--- src/hdl/brob_pkg.sv ---
`default_nettype none

package brob_pkg;

   localparam int SLOT_FIELD_W = 6;
   localparam int CSR_INDEX_W  = 2;
   localparam int CSR_DATA_W   = 25;
   localparam int DIV_DIGITS   = 8;   // 32-bit sequence number, four bits per step
   localparam int DIV_CNT_W    = 3;

   localparam logic [CSR_INDEX_W-1:0] CSR_SLOTS_IN_USE  = 2'd0;
   localparam logic [CSR_INDEX_W-1:0] CSR_BLOCK_BYTES   = 2'd1;
   localparam logic [CSR_INDEX_W-1:0] CSR_EXTERNAL_MODE = 2'd2;

   localparam logic [SLOT_FIELD_W-1:0] SLOTS_IN_USE_RESET = 6'd32;
   localparam logic [CSR_DATA_W-1:0]   BLOCK_BYTES_RESET  = 25'd65536;

   localparam logic KIND_STATUS  = 1'b0;
   localparam logic KIND_RELEASE = 1'b1;

   localparam logic [2:0] STATUS_OK        = 3'd0;
   localparam logic [2:0] STATUS_SLOT_BUSY = 3'd1;
   localparam logic [2:0] STATUS_TOO_LONG  = 3'd2;
   localparam logic [2:0] STATUS_NULL_BUF  = 3'd3;
   localparam logic [2:0] STATUS_CAP_SHORT = 3'd4;

   typedef struct packed {
      logic [31:0] seq_number;
      logic [31:0] byte_length;
      logic [47:0] buffer_addr;
      logic [31:0] buffer_room;
      logic [31:0] user_tag;
   } req_type;

   typedef struct packed {
      logic                    kind;
      logic [2:0]              status;
      logic [SLOT_FIELD_W-1:0] slot;
      logic [31:0]             out_length;
      logic [47:0]             location;
      logic [31:0]             out_tag;
      logic                    last;
   } rsp_type;

   typedef struct packed {
      logic [31:0] length;
      logic [47:0] addr;
      logic [31:0] tag;
   } entry_type;

   typedef struct packed {
      logic load;
      logic div_step;
      logic check;
      logic emit_status;
      logic drain_read;
      logic emit_release;
   } cmd_type;

   typedef struct packed {
      logic div_done;
      logic release_pending;
      logic release_more;
   } stat_type;

endpackage

`default_nettype wire

--- src/hdl/brob_ctrl.sv ---
`default_nettype none

module brob_ctrl
   import brob_pkg::*;
(
   input  wire logic     clock,
   input  wire logic     reset,
   input  wire logic     start,
   output logic          busy,
   output logic          rsp_valid,
   output cmd_type       cmd,
   input  wire stat_type stat
);

   typedef enum logic [5:0] {
      ST_IDLE       = 6'b000001,
      ST_DIVIDE     = 6'b000010,
      ST_CHECK      = 6'b000100,
      ST_STATUS     = 6'b001000,
      ST_DRAIN_READ = 6'b010000,
      ST_DRAIN_OUT  = 6'b100000
   } state_type;

   state_type state_ff, state_in;

   always_comb begin
      state_in = state_ff;
      cmd      = '0;
      case (state_ff)
         ST_IDLE: begin
            if (start) begin
               cmd.load = 1'b1;
               state_in = ST_DIVIDE;
            end
         end
         ST_DIVIDE: begin
            cmd.div_step = 1'b1;
            if (stat.div_done) begin
               state_in = ST_CHECK;
            end
         end
         ST_CHECK: begin
            cmd.check = 1'b1;
            state_in  = ST_STATUS;
         end
         ST_STATUS: begin
            cmd.emit_status = 1'b1;
            state_in = stat.release_pending ? ST_DRAIN_READ : ST_IDLE;
         end
         ST_DRAIN_READ: begin
            cmd.drain_read = 1'b1;
            state_in       = ST_DRAIN_OUT;
         end
         ST_DRAIN_OUT: begin
            cmd.emit_release = 1'b1;
            state_in = stat.release_more ? ST_DRAIN_READ : ST_IDLE;
         end
         default: begin
            state_in = ST_IDLE;
         end
      endcase
   end

   always_ff @(posedge clock) begin
      if (reset) begin
         state_ff <= ST_IDLE;
      end else begin
         state_ff <= state_in;
      end
   end

   assign busy      = (state_ff != ST_IDLE);
   assign rsp_valid = cmd.emit_status | cmd.emit_release;

endmodule

`default_nettype wire

--- config.mk ---
export PLATFORM = sky130hd
export DESIGN_NAME = brob_ctrl
export DESIGN_NICKNAME = d
export VERILOG_FILES = /design/src/hdl/brob_pkg.sv /design/src/hdl/brob_ctrl.sv
export SDC_FILE = /design/constraint.sdc
export NUM_CORES = 1
export LEC_CHECK = 0
export BUFFER_PORTS_ARGS = -buffer_cell sky130_fd_sc_hd__buf_2
export CORE_AREA = 2 2 39 41
export DETAILED_ROUTE_END_ITERATION = 16
export DIE_AREA = 0 0 41 43
export GPL_ROUTABILITY_DRIVEN = 0
export GPL_TIMING_DRIVEN = 0
export HOLD_SLACK_MARGIN = 0.02
export PLACE_DENSITY = 0.57
export RECOVER_POWER = 50
export SYNTH_ARGS = -nofsm -noshare
export SYNTH_HDL_FRONTEND = slang
export SYNTH_SLANG_ARGS = --single-unit
export TNS_END_PERCENT = 50
--- constraint.sdc ---
create_clock -name clock -period 1.72 [get_ports clock]
set_input_delay 0.344 -clock clock [delete_from_list [all_inputs] [get_ports clock]]
set_output_delay 0.344 -clock clock [all_outputs]
set_load 0.005 [all_outputs]
==> metrics.yaml <==
r2r-start: "state_ff[1]"
grt_pass1_vias: 296
syn_area_per_cell_um2: 8.823
startpoint_type: "flip-flop"
drt_wl_total_um: 874
cp.arrival_ps: 1560
htree_levels: 1
ys_types: 26
pin_count: 14
cts_tree: "done"
drc: 0
area_growth_pct: 43.64
synth-warning-count: 0
syn-cell-area_um2: 344.1
critical_path_required_ps: 1380
final_cells: 74
p_total_mw: 0.3537
r2r-end: "state_ff[0]"
fmax_ghz: 0.5250
vias_per_cell: 5.068
tightest_slew_ps: 445.4
ys_ff_latch: 6
biggestRegsByFlops: "state_ff (6)"
end_kind: "output port"
ant_nets: 0
powerDensity_nw_per_um2: 715.6
crit_cells: 4
drv_slew: 0
maxSlewHeadroom_pct: 69.92
antenna_found_initial: 0
path_class: "reg -> out"
layout_commonest_cell: "buf_2"
ys_seq_area_share_pct: 34.91
syn_nets: 45
hold_class: "in -> reg"
path_buf_inv: 1
drv_cap: 0
grt_max_degree: 8
startpoint: "state_ff[1]"
period_share_pct: 110.7
routedWlPerCell_um: 11.81
io_buffers: 13
core_area_um2: 1384
setup_violations: 3
final.setup_skew_ps: 4.856
p_leak_nw: 0.2471
cts_max_path_buffers: 2
root_buffer: "clkbuf_4"
failed_checks: "setup timing"
fp.dieW_um: 41
largest_reg_flops: 6
whs_ps: 260.9
drtIter0Drc: 4
post-route-util_pct: 35.71
layout.nets: 66
reg2regPathDepth: 5
row_count: 14
tns_ps: -369.5
initial_core_util_pct: 24.86
grt_pass1_wl_um: 1366
antenna_cells: 0
dr.pass1.iters: 3
crit_family: "simple AND/OR/NAND/NOR gates"
clock_latency_ps: 240
cp_cell_sequence: "or4_4 > nor3b_4 > or2_4 > buf_6"
critPathSlowestCell: "or4_4"
regMostFlops: "state_ff"
final_cell_mix: "buf_2, and3_1"
syn_inst: 39
cp-endpoint: "rsp_valid"
grt_usage_pct: 11.86
die_h_um: 43
die-area_um2: 1763
rrSetupSlack_ps: 150
placedCellCount: 68
worst_slack_ps: -184.6
crit_fanout: 3
outcome: "complete, but fails checks"
overflow: 0
peakVddDrop_uv: 348.8
hold_violations: 0
max_stage_delay_ps: 570
via_count: 375
n_fill_cell: 163
numCtsBuffers: 3
cts.sinks: 6
finalCriticalPeriod_ps: 1905
drive_gt1_share_pct: 48.28
rsz0062_at_grt: "true"
clkTransAtPathRegs_ps: 40
dp_hpwl_um: 616.5
-- layer usage --
layer	global-route usage (%)	part of all wire, %	vias to the layer above	routed length (um)
li1	-	-	186	-
met3	6.283	9.5	0	83
met5	0	0	-	0
met1	16.45	47	172	410
met4	4.000	0	0	0
met2	15.31	43	17	379
-- cell families after synthesis --
family                 Yosys count  synth area share, %
AND/OR/NAND/NOR                 22                45.46
buffers and inverters            3                3.272
AO/OA/AOI/OAI                    8                16.37
flip-flops                       6                34.91
-- stage by stage --
| stage | area (um^2) | setup slack (ps) |
|---|---|---|
| floorplan | 344.1 | 117.2 |
| global placement | 429.2 | 10.96 |
| detailed placement | 429.2 | 20.58 |
| CTS | 488.0 | -182.2 |
| global route | 494.2 | -246.2 |
| finish | 494.2 | -184.6 |
-- cells in the mapped netlist (all sizes together) --
| cell type | n | area share, % |
|---|---|---|
| nand2b | 1 | 1.8 |
| a21oi | 1 | 1.5 |
| a22o | 1 | 2.5 |
| nor3b | 2 | 7.6 |
| nor3 | 1 | 1.5 |
| o21ai | 1 | 1.5 |
| and2b | 1 | 2.5 |
| and2 | 1 | 1.8 |
| and3 | 4 | 7.3 |
| o21a | 1 | 2.2 |
| o31ai | 1 | 2.2 |
| or2 | 1 | 1.8 |
| nor2 | 2 | 2.2 |
| and3b | 2 | 5.1 |
| nor2b | 1 | 1.8 |
| nand4 | 1 | 1.8 |
| dfxtp | 6 | 35 |
| inv | 3 | 3.3 |
| a41oi | 1 | 2.5 |
| or4 | 1 | 3.3 |
| nand3 | 2 | 2.9 |
| o22ai | 1 | 1.8 |
| o211ai | 1 | 2.2 |
| nor4 | 1 | 1.8 |
| nand3b | 1 | 2.2 |
-- what timing repair did --
item	4_1_cts	5_1_grt
hold buffers	0	0
gates resized for setup	5	2
endpoints found under the setup margin	3	6
buffers inserted	3	0
pin swaps	3	1
-- final cells by class --
class	count	area (um^2)	area share [%]
multi-input combinational	30	222.7	45.06
sequential	6	123.9	25.06
timing repair buffer	16	93.84	18.99
clock buffer	3	22.52	4.557
tap	16	20.02	4.051
inverter	3	11.26	2.278
-- worst min path at each step --
stage / cells past startpoint / from / slack [ps] / end
after floorplan: 1 / reset / 410 / state_ff[1]
after global placement: 2 / reset / 520 / state_ff[1]
after detailed placement: 2 / reset / 520 / state_ff[1]
after CTS: 2 / reset / 250 / state_ff[1]
after global routing: 2 / reset / 260 / state_ff[1]
final: 2 / reset / 260 / state_ff[1]
-- power by group --
group | internal, mW | switching, mW
Sequential | 0.146 | 0.00335
Combinational | 0.0404 | 0.0362
Clock | 0.0788 | 0.0488
Total | 0.265 | 0.0884
No activity file was read; power rests on OpenSTA's default activity.
